### src/sv/fsksq_pkg.sv
// Shared constants and types for the FSK square-wave chip generator.
package fsksq_pkg;

    // Ticks (chips) generated per data bit
    localparam int TICKS_PER_BIT = 20;

    // Field widths
    localparam int BYTE_W    = 8;
    localparam int BITS_W    = 4;
    localparam int CHIP_W    = 20;
    localparam int HP_W      = 6;
    localparam int CFG_IDX_W = 4;
    localparam int CFG_DAT_W = HP_W;
    localparam int IDX_W     = $clog2(BYTE_W);

    // Largest half period and the widest toggle position inside one bit
    localparam int HP_MAX    = (2 ** HP_W) - 1;
    localparam int POS_W     = $clog2(HP_MAX * TICKS_PER_BIT + 1);

    // Chips that actually land in the output word
    localparam int OUT_TICKS = (TICKS_PER_BIT < CHIP_W) ? TICKS_PER_BIT : CHIP_W;

    // Register indexes
    localparam logic [CFG_IDX_W-1:0] CFG_HALF_PERIOD_ZERO = CFG_IDX_W'(0);
    localparam logic [CFG_IDX_W-1:0] CFG_HALF_PERIOD_ONE  = CFG_IDX_W'(1);

    // Reset values
    localparam logic [HP_W-1:0] HP_ZERO_RST = HP_W'(5);
    localparam logic [HP_W-1:0] HP_ONE_RST  = HP_W'(4);

    // Waveform phase carried from bit to bit
    typedef struct packed {
        logic            level;
        logic [HP_W-1:0] ticks;
    } t_wave;

    // Result of running one data bit
    typedef struct packed {
        t_wave             wave;
        logic [CHIP_W-1:0] chips;
    } t_bit_res;

endpackage

### src/sv/fsksq_if.sv
// Valid/ready channel interfaces for byte input, chip output and register writes.
interface fsksq_in_if
    import fsksq_pkg::*;
();
    logic              valid;
    logic              ready;
    logic [BYTE_W-1:0] data_byte;
    logic [BITS_W-1:0] bits_valid;
    logic              packet_start;

    modport source (output valid, data_byte, bits_valid, packet_start, input ready);
    modport sink   (input valid, data_byte, bits_valid, packet_start, output ready);
endinterface

interface fsksq_out_if
    import fsksq_pkg::*;
();
    logic              valid;
    logic              ready;
    logic [CHIP_W-1:0] chips;
    logic              last_of_byte;

    modport source (output valid, chips, last_of_byte, input ready);
    modport sink   (input valid, chips, last_of_byte, output ready);
endinterface

interface fsksq_cfg_if
    import fsksq_pkg::*;
();
    logic                 valid;
    logic                 ready;
    logic [CFG_IDX_W-1:0] index;
    logic [CFG_DAT_W-1:0] data;

    modport source (output valid, index, data, input ready);
    modport sink   (input valid, index, data, output ready);
endinterface

### src/sv/fsk_square_wave_chip_generator.sv
// Top level of the continuous-phase FSK square-wave chip generator.
//
// Each input word is a packet byte whose low bits_valid bits (capped at 8) are sent
// LSB first; every data bit yields one output word of TICKS_PER_BIT square-wave chips
// (bit 0 earliest), with last_of_byte set on the final bit. One output word leaves per
// cycle while the output side is ready: a byte with n bits gives n output words (a
// byte with no bits is taken but gives no output), and the next byte is taken in the cycle
// its predecessor's last bit is produced. That rate is set by the bit stepper, which
// runs all ticks of one bit combinationally and feeds level and tick count straight
// back for the next bit. The output register lets a new bit be computed in the same
// cycle the waiting word is taken. Half periods are written over the cfg channel,
// which is always ready; write them only while the generator is idle.
module fsk_square_wave_chip_generator
    import fsksq_pkg::*;
(
    input  logic        i_clk,
    input  logic        i_rst_n,
    fsksq_cfg_if.sink   i_cfg,
    fsksq_in_if.sink    i_data,
    fsksq_out_if.source o_chip
);

    // Runs every tick of one data bit. Toggles are periodic in the half period,
    // so the toggle positions are laid out first and each chip level is the start
    // level flipped by the parity of the toggles that precede it.
    function automatic t_bit_res run_bit(t_wave wave, logic [HP_W-1:0] half);
        logic [HP_W-1:0]          hp;
        logic [HP_W-1:0]          t0;
        logic [POS_W-1:0]         pos;
        logic [TICKS_PER_BIT-1:0] tog;
        logic [TICKS_PER_BIT-1:0] msk;
        t_bit_res                 res;
        // a zero half period toggles on every tick
        hp = (half == '0) ? HP_W'(1) : half;
        // tick index after which the first toggle happens
        if (wave.ticks == HP_W'(HP_MAX) && half != '0) begin
            // counter wraps to zero on the first tick, then counts up again
            t0 = hp;
        end else if (({1'b0, wave.ticks} + 7'd1) >= {1'b0, hp}) begin
            t0 = '0;
        end else begin
            t0 = hp - wave.ticks - HP_W'(1);
        end
        // mark every tick that ends with a toggle
        tog = '0;
        for (int k = 0; k < TICKS_PER_BIT; k++) begin
            pos = POS_W'(t0) + POS_W'(k) * POS_W'(hp);
            for (int j = 0; j < TICKS_PER_BIT; j++) begin
                if (pos == POS_W'(j)) begin
                    tog[j] = 1'b1;
                end
            end
        end
        // chip level = start level xor parity of earlier toggles
        res.chips = '0;
        for (int t = 0; t < OUT_TICKS; t++) begin
            msk = (TICKS_PER_BIT'(1) << t) - TICKS_PER_BIT'(1);
            res.chips[t] = wave.level ^ (^(tog & msk));
        end
        res.wave.level = wave.level ^ (^tog);
        // tick count after the bit: ticks since the last toggle
        res.wave.ticks = wave.ticks + HP_W'(TICKS_PER_BIT);
        for (int j = 0; j < TICKS_PER_BIT; j++) begin
            if (tog[j]) begin
                res.wave.ticks = HP_W'(TICKS_PER_BIT - 1 - j);
            end
        end
        return res;
    endfunction

    // Registers
    logic [HP_W-1:0]   r_hp0, n_hp0;
    logic [HP_W-1:0]   r_hp1, n_hp1;
    t_wave             r_wave, n_wave;
    logic              r_busy, n_busy;
    logic [BYTE_W-1:0] r_byte, n_byte;
    logic [BITS_W-1:0] r_cnt, n_cnt;
    logic [IDX_W-1:0]  r_idx, n_idx;
    logic              r_out_valid, n_out_valid;
    logic [CHIP_W-1:0] r_out_chips, n_out_chips;
    logic              r_out_last, n_out_last;

    logic              advance;
    logic              last_bit;
    logic              in_ready;
    logic              cur_bit;
    logic [BITS_W-1:0] in_cnt;
    t_bit_res          bit_res;

    // Handshake and bit selection
    always_comb begin
        advance  = r_busy && (!r_out_valid || o_chip.ready);
        last_bit = ({1'b0, r_idx} + BITS_W'(1)) == r_cnt;
        in_ready = !r_busy || (advance && last_bit);
        cur_bit  = r_byte[r_idx];
        in_cnt   = (i_data.bits_valid > BITS_W'(BYTE_W)) ? BITS_W'(BYTE_W) : i_data.bits_valid;
        bit_res  = run_bit(r_wave, cur_bit ? r_hp1 : r_hp0);
    end

    // Next state
    always_comb begin
        n_hp0       = r_hp0;
        n_hp1       = r_hp1;
        n_wave      = r_wave;
        n_busy      = r_busy;
        n_byte      = r_byte;
        n_cnt       = r_cnt;
        n_idx       = r_idx;
        n_out_valid = r_out_valid;
        n_out_chips = r_out_chips;
        n_out_last  = r_out_last;

        // output word taken
        if (r_out_valid && o_chip.ready) begin
            n_out_valid = 1'b0;
        end

        // produce one bit
        if (advance) begin
            n_out_valid = 1'b1;
            n_out_chips = bit_res.chips;
            n_out_last  = last_bit;
            n_wave      = bit_res.wave;
            n_idx       = r_idx + IDX_W'(1);
            if (last_bit) begin
                n_busy = 1'b0;
            end
        end

        // take a new byte; packet start restarts the phase
        if (i_data.valid && in_ready) begin
            n_byte = i_data.data_byte;
            n_cnt  = in_cnt;
            n_idx  = '0;
            n_busy = (in_cnt != '0);
            if (i_data.packet_start) begin
                n_wave.level = 1'b1;
                n_wave.ticks = '0;
            end
        end

        // register writes
        if (i_cfg.valid) begin
            case (i_cfg.index)
                CFG_HALF_PERIOD_ZERO: n_hp0 = i_cfg.data;
                CFG_HALF_PERIOD_ONE:  n_hp1 = i_cfg.data;
                default: ;
            endcase
        end
    end

    // Control state
    always_ff @(posedge i_clk) begin
        if (!i_rst_n) begin
            r_hp0       <= HP_ZERO_RST;
            r_hp1       <= HP_ONE_RST;
            r_wave      <= '{level: 1'b1, ticks: '0};
            r_busy      <= 1'b0;
            r_out_valid <= 1'b0;
        end else begin
            r_hp0       <= n_hp0;
            r_hp1       <= n_hp1;
            r_wave      <= n_wave;
            r_busy      <= n_busy;
            r_out_valid <= n_out_valid;
        end
    end

    // Payload
    always_ff @(posedge i_clk) begin
        r_byte      <= n_byte;
        r_cnt       <= n_cnt;
        r_idx       <= n_idx;
        r_out_chips <= n_out_chips;
        r_out_last  <= n_out_last;
    end

    // Ports
    assign i_cfg.ready         = 1'b1;
    assign i_data.ready        = in_ready;
    assign o_chip.valid        = r_out_valid;
    assign o_chip.chips        = r_out_chips;
    assign o_chip.last_of_byte = r_out_last;

endmodule

### src/flat_wrapper.sv
// flat-port wrapper written by rule: the top's interface ports become plain ports
module fsk_square_wave_chip_generator_flat import fsksq_pkg::*;
  (i_clk, i_rst_n, i_cfg_valid, i_cfg_index, i_cfg_data, i_cfg_ready, i_data_valid, i_data_data_byte, i_data_bits_valid, i_data_packet_start, i_data_ready, o_chip_valid, o_chip_chips, o_chip_last_of_byte, o_chip_ready);
  fsksq_cfg_if i_cfg_i ();
  fsksq_in_if i_data_i ();
  fsksq_out_if o_chip_i ();
  input  logic i_clk;
  input  logic i_rst_n;
  input wire logic [$bits(i_cfg_i.valid)-1:0] i_cfg_valid;
  input wire logic [$bits(i_cfg_i.index)-1:0] i_cfg_index;
  input wire logic [$bits(i_cfg_i.data)-1:0] i_cfg_data;
  output wire logic [$bits(i_cfg_i.ready)-1:0] i_cfg_ready;
  input wire logic [$bits(i_data_i.valid)-1:0] i_data_valid;
  input wire logic [$bits(i_data_i.data_byte)-1:0] i_data_data_byte;
  input wire logic [$bits(i_data_i.bits_valid)-1:0] i_data_bits_valid;
  input wire logic [$bits(i_data_i.packet_start)-1:0] i_data_packet_start;
  output wire logic [$bits(i_data_i.ready)-1:0] i_data_ready;
  output wire logic [$bits(o_chip_i.valid)-1:0] o_chip_valid;
  output wire logic [$bits(o_chip_i.chips)-1:0] o_chip_chips;
  output wire logic [$bits(o_chip_i.last_of_byte)-1:0] o_chip_last_of_byte;
  input wire logic [$bits(o_chip_i.ready)-1:0] o_chip_ready;
  assign i_cfg_i.valid = i_cfg_valid;
  assign i_cfg_i.index = i_cfg_index;
  assign i_cfg_i.data = i_cfg_data;
  assign i_cfg_ready = i_cfg_i.ready;
  assign i_data_i.valid = i_data_valid;
  assign i_data_i.data_byte = i_data_data_byte;
  assign i_data_i.bits_valid = i_data_bits_valid;
  assign i_data_i.packet_start = i_data_packet_start;
  assign i_data_ready = i_data_i.ready;
  assign o_chip_valid = o_chip_i.valid;
  assign o_chip_chips = o_chip_i.chips;
  assign o_chip_last_of_byte = o_chip_i.last_of_byte;
  assign o_chip_i.ready = o_chip_ready;
  fsk_square_wave_chip_generator u_core (.i_clk(i_clk), .i_rst_n(i_rst_n), .i_cfg(i_cfg_i), .i_data(i_data_i), .o_chip(o_chip_i));
endmodule
### config.mk
export PLATFORM = sky130hd
export DESIGN_NAME = fsk_square_wave_chip_generator_flat
export DESIGN_NICKNAME = d
export VERILOG_FILES = /design/src/sv/fsksq_pkg.sv /design/src/sv/fsksq_if.sv /design/src/sv/fsk_square_wave_chip_generator.sv /design/src/flat_wrapper.sv
export SDC_FILE = /design/constraint.sdc
export NUM_CORES = 1
export LEC_CHECK = 0
export BUFFER_PORTS_ARGS = -buffer_cell sky130_fd_sc_hd__buf_2
export CELL_PAD_IN_SITES_DETAIL_PLACEMENT = 1
export CELL_PAD_IN_SITES_GLOBAL_PLACEMENT = 2
export CORE_ASPECT_RATIO = 2
export CORE_MARGIN = 2
export CORE_UTILIZATION = 40
export CTS_CLUSTER_DIAMETER = 30
export DETAILED_ROUTE_END_ITERATION = 16
export GPL_ROUTABILITY_DRIVEN = 1
export MAX_ROUTING_LAYER = met4
export PLACE_DENSITY = 0.84
export REMOVE_ABC_BUFFERS = 1
export SKIP_CTS_REPAIR_TIMING = 1
export SYNTH_ARGS = -nofsm -noshare
export SYNTH_HDL_FRONTEND = slang
export SYNTH_SLANG_ARGS = --single-unit
### constraint.sdc
create_clock -name i_clk -period 16.5 [get_ports i_clk]
set_input_delay 1.65 -clock i_clk [delete_from_list [all_inputs] [get_ports i_clk]]
set_output_delay 1.65 -clock i_clk [all_outputs]
set_load 0.02 [all_outputs]
==> flow_metrics.py, run 1 <==
metrics = {
    "placed_design": {
        "hpwl_mm": 36.90,
        "gp_congestion": 0.9438,
        "port_buffers": 50,
        "place_area_um2": 12560,
        "placed_cells": 1805,
    },
    "routing": {
        "avgViaCountPerCell": 6.134,
        "drt-initial-drc-count": 404,
        "drt.antenna.violating_nets": 0,
        "avgRoutedWirePerCell_um": 23.89,
        "num_vias": 11170,
        "routed_wl_mm": 43.51,
        "drc": 0,
        "drt_pre_antenna_iters": 4,
    },
    "setup_path": {
        "path_class": "flip-flop to flip-flop",
        "required_ns": 16.58,
        "rrSetupSlack_ns": 3.86,
        "cp.depth": 36,
        "worstSetupStartpointType": "flip-flop",
        "path_buf_inv": 4,
        "regToRegStartpoint": "u_core.r_idx[0]",
        "critPathTopFamily": "XOR/XNOR gates",
        "path_max_fanout": 19,
        "critical-path-max-stage-delay_ns": 0.97,
        "rr_endpoint": "u_core.o_chip.chips[19]",
        "crit_path_start": "u_core.r_idx[0]",
        "cp-endpoint": "u_core.o_chip.chips[19]",
        "arrival_ns": 12.71,
        "critPathSlowestCell": "a2111oi_0",
        "path_common_cell": "xnor2_2",
        "worstRegToRegCells": 36,
        "endpoint_kind": "flip-flop",
    },
    "timing": {
        "fmax_mhz": 79.14,
        "whs_ns": 0.4979,
        "finalHoldViolations": 0,
        "relSlewSlack": 0.1120,
        "tightest_slew_ns": 1.323,
        "finalSetupViolations": 0,
        "fin_crit_sh": 0.7658,
        "period_needed_ns": 12.64,
        "tns_ns": 0,
        "maxSlewViolCount": 0,
        "fin_skew_ns": 0.006674,
        "rsz0062_at_grt": "false",
    },
    "layout": {
        "layout.nets": 1703,
        "fin_area_um2": 12850,
        "n_antenna_cell": 0,
        "layout-drive-gt1-share": 0.1043,
        "finalNonFillerCells": 1821,
        "area_growth_syn_to_layout_pct": 8.228,
        "num-fill-cells": 3539,
    },
    "global_route": {
        "grt_pass1_wl_mm": 67.84,
        "first_global_vias": 12380,
        "gr-usage-all-layers": 0.2897,
        "grt_overflow": 0,
        "antenna_found_initial": 0,
        "grt_start_max_net_pins": 28,
    },
    "yosys": {
        "yosysSeqAreaShare": 0.1239,
        "synth_edf_count": 33,
        "dominantRegCellSynth": "edfxtp_1",
        "syn_avg_cell_area_um2": 8.489,
        "async_flop_share": 0,
        "yosysUniqueCellTypes": 109,
        "netlist_area_um2": 11880,
        "synth_cells": 1399,
        "yosysWarnings": 0,
        "ys_ff_latch": 57,
    },
    "clocking": {
        "htreeDepth": 3,
        "cts.sinks": 57,
        "cts-root-buf": "clkbuf_16",
        "cts_tree": "done",
        "cts_max_path_buffers": 2,
        "cts_made_buffers": 9,
        "path_clk_slew_ns": 0.05,
        "clock_latency_ns": 0.34,
    },
    "job": {
        "cap_viol_max_count": 0,
    },
    "status": {
        "status": "finished, final reports clean",
    },
    "hold_path": {
        "min_path_cells": 2,
        "hp-class": "flip-flop to flip-flop",
    },
    "floorplan": {
        "die_h_um": 247.7,
        "fp-row-count": 89,
        "die_area_um2": 31170,
        "io_pins": 52,
        "die_x_um": 125.8,
        "initial_core_util": 0.4040,
        "core_area_um2": 29400,
    },
}
[sequential cells by signal, summed over array words and instances (netlist names)]
name / count
u_core.r_idx: 3
u_core.o_chip.chips: 20
u_core.r_hp1: 6
u_core.o_chip.valid: 1
u_core.r_cnt: 4
u_core.o_chip.last_of_byte: 1
u_core.r_busy: 1
u_core.r_hp0: 6
u_core.r_wave: 6
u_core.bit_res: 1
u_core.r_byte: 8
[routing by layer]
metal	track usage	routed length (um)
met5	-	0
met4	0.2579	4609
met3	0.01293	746
met2	0.5674	24300
met1	0.2409	13850
[cells by family (layout without fill, tap and decap cells)]
| logic type | Yosys count | after routing | share of synthesized area |
|---|---|---|---|
| other cells | 1 | 1 | 0.0003158 |
| simple gates | 438 | 438 | 0.1921 |
| mux | 46 | 46 | 0.04604 |
| fa+ha+maj | 223 | 223 | 0.2767 |
| flops | 57 | 57 | 0.1239 |
| compound gates | 375 | 375 | 0.2279 |
| xor+xnor | 84 | 84 | 0.07227 |
| buf+inv | 175 | 233 | 0.06089 |
[area by class of cell]
| class | count | area [um^2] | area share |
|---|---|---|---|
| sequential | 57 | 1471 | 0.1145 |
| timing repair buffer | 66 | 370.4 | 0.02881 |
| clock inverter | 4 | 25.02 | 0.001947 |
| inverter | 151 | 571.8 | 0.04449 |
| multi-input combinational | 1167 | 9692 | 0.7540 |
| clock buffer | 12 | 267.8 | 0.02083 |
| tap | 364 | 455.4 | 0.03543 |
[cells in the final DEF (no fill, tap or decap), types with 18 or more instances in the layout]
cell type  Yosys  routed
ha_1         157     157
inv_1        147     147
nor2_1       106     106
nand2_1       96      96
a21oi_1       78      77
fa_1          66      66
o21ai_0       56      55
buf_2          0      50
nor3_1        47      47
xnor2_1       42      42
nor2b_1       35      35
edfxtp_1      33      33
xor2_1        31      31
mux2i_1       30      30
a21o_1        28      28
dfxtp_1       24      24
a211oi_1      21      21
a31oi_1       20      20
nand3_1       18      18
[tightest hold or removal path: cells and delay by family (launching register included)]
kind | cells | cell delay [ns]
DFF | 1 | 0.31
AOI/OAI and AO/OA | 1 | 0.08
buffers and inverters | 1 | 0.07
[worst min-delay path by stage]
stage          slack (ns)             endpoint        startpoint
2_1_floorplan        0.46  u_core.o_chip.valid     u_core.r_busy
3_3_place_gp         0.47  u_core.o_chip.valid     u_core.r_busy
3_5_place_dp         0.50  u_core.o_chip.valid     u_core.r_busy
4_1_cts              0.51  u_core.o_chip.valid     u_core.r_busy
5_1_grt              0.55     u_core.r_wave[0]  u_core.r_wave[0]
6_report             0.50  u_core.o_chip.valid     u_core.r_busy
[per-stage QoR]
| step | utilization | setup slack, ns |
|---|---|---|
| after floorplan | - | 4.700 |
| after global placement | 0.4273 | 4.348 |
| after detailed placement | 0.4273 | 3.919 |
| after CTS | 0.4372 | 3.824 |
| after global routing | 0.4372 | 3.159 |
| final | 0.4372 | 3.864 |
[synth_stat cells, types with 12 or more instances]
library cell | number | share of area
a211oi_1 | 21 | 0.013
clkbuf_1 | 15 | 0.0047
nor2b_1 | 35 | 0.018
a21oi_1 | 78 | 0.033
nand2b_1 | 17 | 0.0090
a31oi_1 | 20 | 0.011
fa_1 | 66 | 0.11
nand3_1 | 18 | 0.0076
o22ai_1 | 12 | 0.0063
o21ai_0 | 56 | 0.024
o211ai_1 | 13 | 0.0082
xor2_1 | 31 | 0.023
ha_1 | 157 | 0.17
dfxtp_1 | 24 | 0.040
and2_1 | 13 | 0.0068
nor3_1 | 47 | 0.020
nor4_1 | 12 | 0.0063
a21o_1 | 28 | 0.018
nand2_1 | 96 | 0.030
xnor2_1 | 42 | 0.031
mux2i_1 | 30 | 0.025
inv_1 | 147 | 0.046
nand4_1 | 13 | 0.0068
edfxtp_1 | 33 | 0.083
nor2_1 | 106 | 0.034
Power of run 1 is not shown: default switching activity piles up to over one toggle a cycle in this logic, so the estimate is an artifact.
==> inputs of run 2 (changes only) <==
- CORE_UTILIZATION: 40 -> 36
- PLACE_DENSITY: 0.84 -> 0.8
- clock period: 16.5 -> 11.5 ns (I/O delays scaled with it)
==> flow_metrics.py, run 2 (synthesis gave the netlist of run 1 again) <==
metrics = {
    "status": {
        "status": "finished, final reports clean",
    },
    "timing": {
        "period_needed_ns": 10.69,
        "fin_skew_ns": 0.007136,
        "relSlewSlack": 0.1830,
        "rsz0062_at_grt": "false",
        "fmax_mhz": 93.56,
        "finalSetupViolations": 0,
        "fin_crit_sh": 0.9294,
        "tightest_slew_ns": 1.213,
        "maxSlewViolCount": 0,
        "finalHoldViolations": 0,
    },
    "floorplan": {
        "fp-row-count": 94,
        "io_pins": 52,
        "die_h_um": 260.9,
        "initial_core_util": 0.3632,
        "die_area_um2": 34550,
        "core_area_um2": 32700,
        "die_x_um": 132.4,
    },
    "setup_path": {
        "worstRegToRegCells": 38,
        "critical-path-max-stage-delay_ns": 0.59,
        "path_max_fanout": 13,
        "required_ns": 11.73,
        "path_class": "flip-flop to flip-flop",
        "rr_endpoint": "u_core.bit_res[0]",
        "worstSetupStartpointType": "flip-flop",
        "regToRegStartpoint": "u_core.r_idx[0]",
        "arrival_ns": 10.91,
        "endpoint_kind": "flip-flop",
        "rrSetupSlack_ns": 0.81,
        "path_common_cell": "xnor2_2",
        "critPathSlowestCell": "fa_1",
    },
    "routing": {
        "drc": 0,
        "drt-initial-drc-count": 442,
        "num_vias": 11230,
        "avgRoutedWirePerCell_um": 23.30,
        "avgViaCountPerCell": 5.892,
        "wl_met3_um": 920,
        "drt_pre_antenna_iters": 5,
        "wl_met2_mm": 25.81,
        "highest_layer": "met4",
        "routed_wl_mm": 44.41,
        "drt.antenna.violating_nets": 0,
        "wl_met1_mm": 13.48,
    },
    "layout": {
        "layout-drive-gt1-share": 0.1147,
        "finalNonFillerCells": 1906,
        "final_util": 0.4006,
        "final_cell_mix": "157 x ha_1, 147 x inv_1, 106 x nor2_1",
        "area_growth_syn_to_layout_pct": 10.29,
        "layout_commonest_cell": "ha_1",
        "n_antenna_cell": 0,
        "layout.nets": 1720,
        "largest_reg_flops": 20,
    },
    "global_route": {
        "grt_start_max_net_pins": 26,
        "first_global_vias": 12440,
        "antenna_found_initial": 0,
        "gr-usage-all-layers": 0.2656,
        "grt_pass1_wl_mm": 68.48,
        "grt_overflow": 0,
    },
    "clocking": {
        "cts_tree": "done",
        "cts.sinks": 57,
        "cts_max_path_buffers": 2,
        "cts_made_buffers": 9,
        "cts-root-buf": "clkbuf_16",
        "clock_latency_ns": 0.34,
        "htreeDepth": 3,
        "path_clk_slew_ns": 0.05,
    },
    "hold_path": {
        "min_from": "u_core.r_busy",
        "holdPathEnd": "u_core.o_chip.valid",
        "hp-class": "flip-flop to flip-flop",
        "min_path_cells": 2,
    },
    "placed_design": {
        "gp_congestion": 0.9342,
        "placed_cells": 1889,
        "hpwl_mm": 37.92,
        "port_buffers": 50,
    },
    "job": {
        "cap_viol_max_count": 0,
    },
}
## run 2: worst max path at each step
stage | depth (start not counted) | to | slack (ns) | start
3_5_place_dp | 37 | u_core.bit_res[0] | 0.01 | u_core.r_idx[0]
4_1_cts | 37 | u_core.bit_res[0] | -0.07 | u_core.r_idx[0]
5_1_grt | 38 | u_core.bit_res[0] | 0.16 | u_core.r_idx[0]
2_1_floorplan | 35 | u_core.o_chip.chips[19] | -0.30 | u_core.r_idx[0]
3_3_place_gp | 37 | u_core.bit_res[0] | 0.13 | u_core.r_idx[0]
6_report | 38 | u_core.bit_res[0] | 0.81 | u_core.r_idx[0]
## run 2: routing by layer
| metal | GRT usage | vias to the layer above |
|---|---|---|
| met5 | - | - |
| met4 | 0.2231 | 0 |
| met3 | 0.01729 | 152 |
| met2 | 0.5425 | 254 |
| met1 | 0.2053 | 5552 |
| li1 | - | 5273 |
## run 2: worst max-delay path: cells and delay by family, from the launching register on
kind / cells / cell delay [ns]
xor+xnor: 8 / 2.47
compound gates: 10 / 2.30
fa+ha+maj: 5 / 1.97
mux: 4 / 1.32
simple gates: 6 / 1.16
buf+inv: 5 / 0.87
flops: 1 / 0.46
## run 2: cell type report
type                            instances  area, um^2
Multi-Input combinational cell       1167        9703
Timing Repair Buffer                   83       498.0
Inverter                              151       571.8
Clock buffer                            9       225.2
Sequential cell                        57        1475
Fill cell                            4013       19600
Tap cell                              432       540.5
Clock inverter                          7       85.08
## run 2: metrics by stage
step	cell area, um^2	hold WS, ns	setup slack, ns	setup TNS (ns)
after global placement	12770	0.4728	0.1320	0
final	13100	0.5016	0.8115	0
after CTS	13080	0.5040	-0.06984	-0.1223
after floorplan	11730	0.4571	-0.2999	-1.122
after detailed placement	12770	0.4962	0.01257	0
after global routing	13100	0.5396	0.1595	0
Power of run 2 is left out for the same reason.
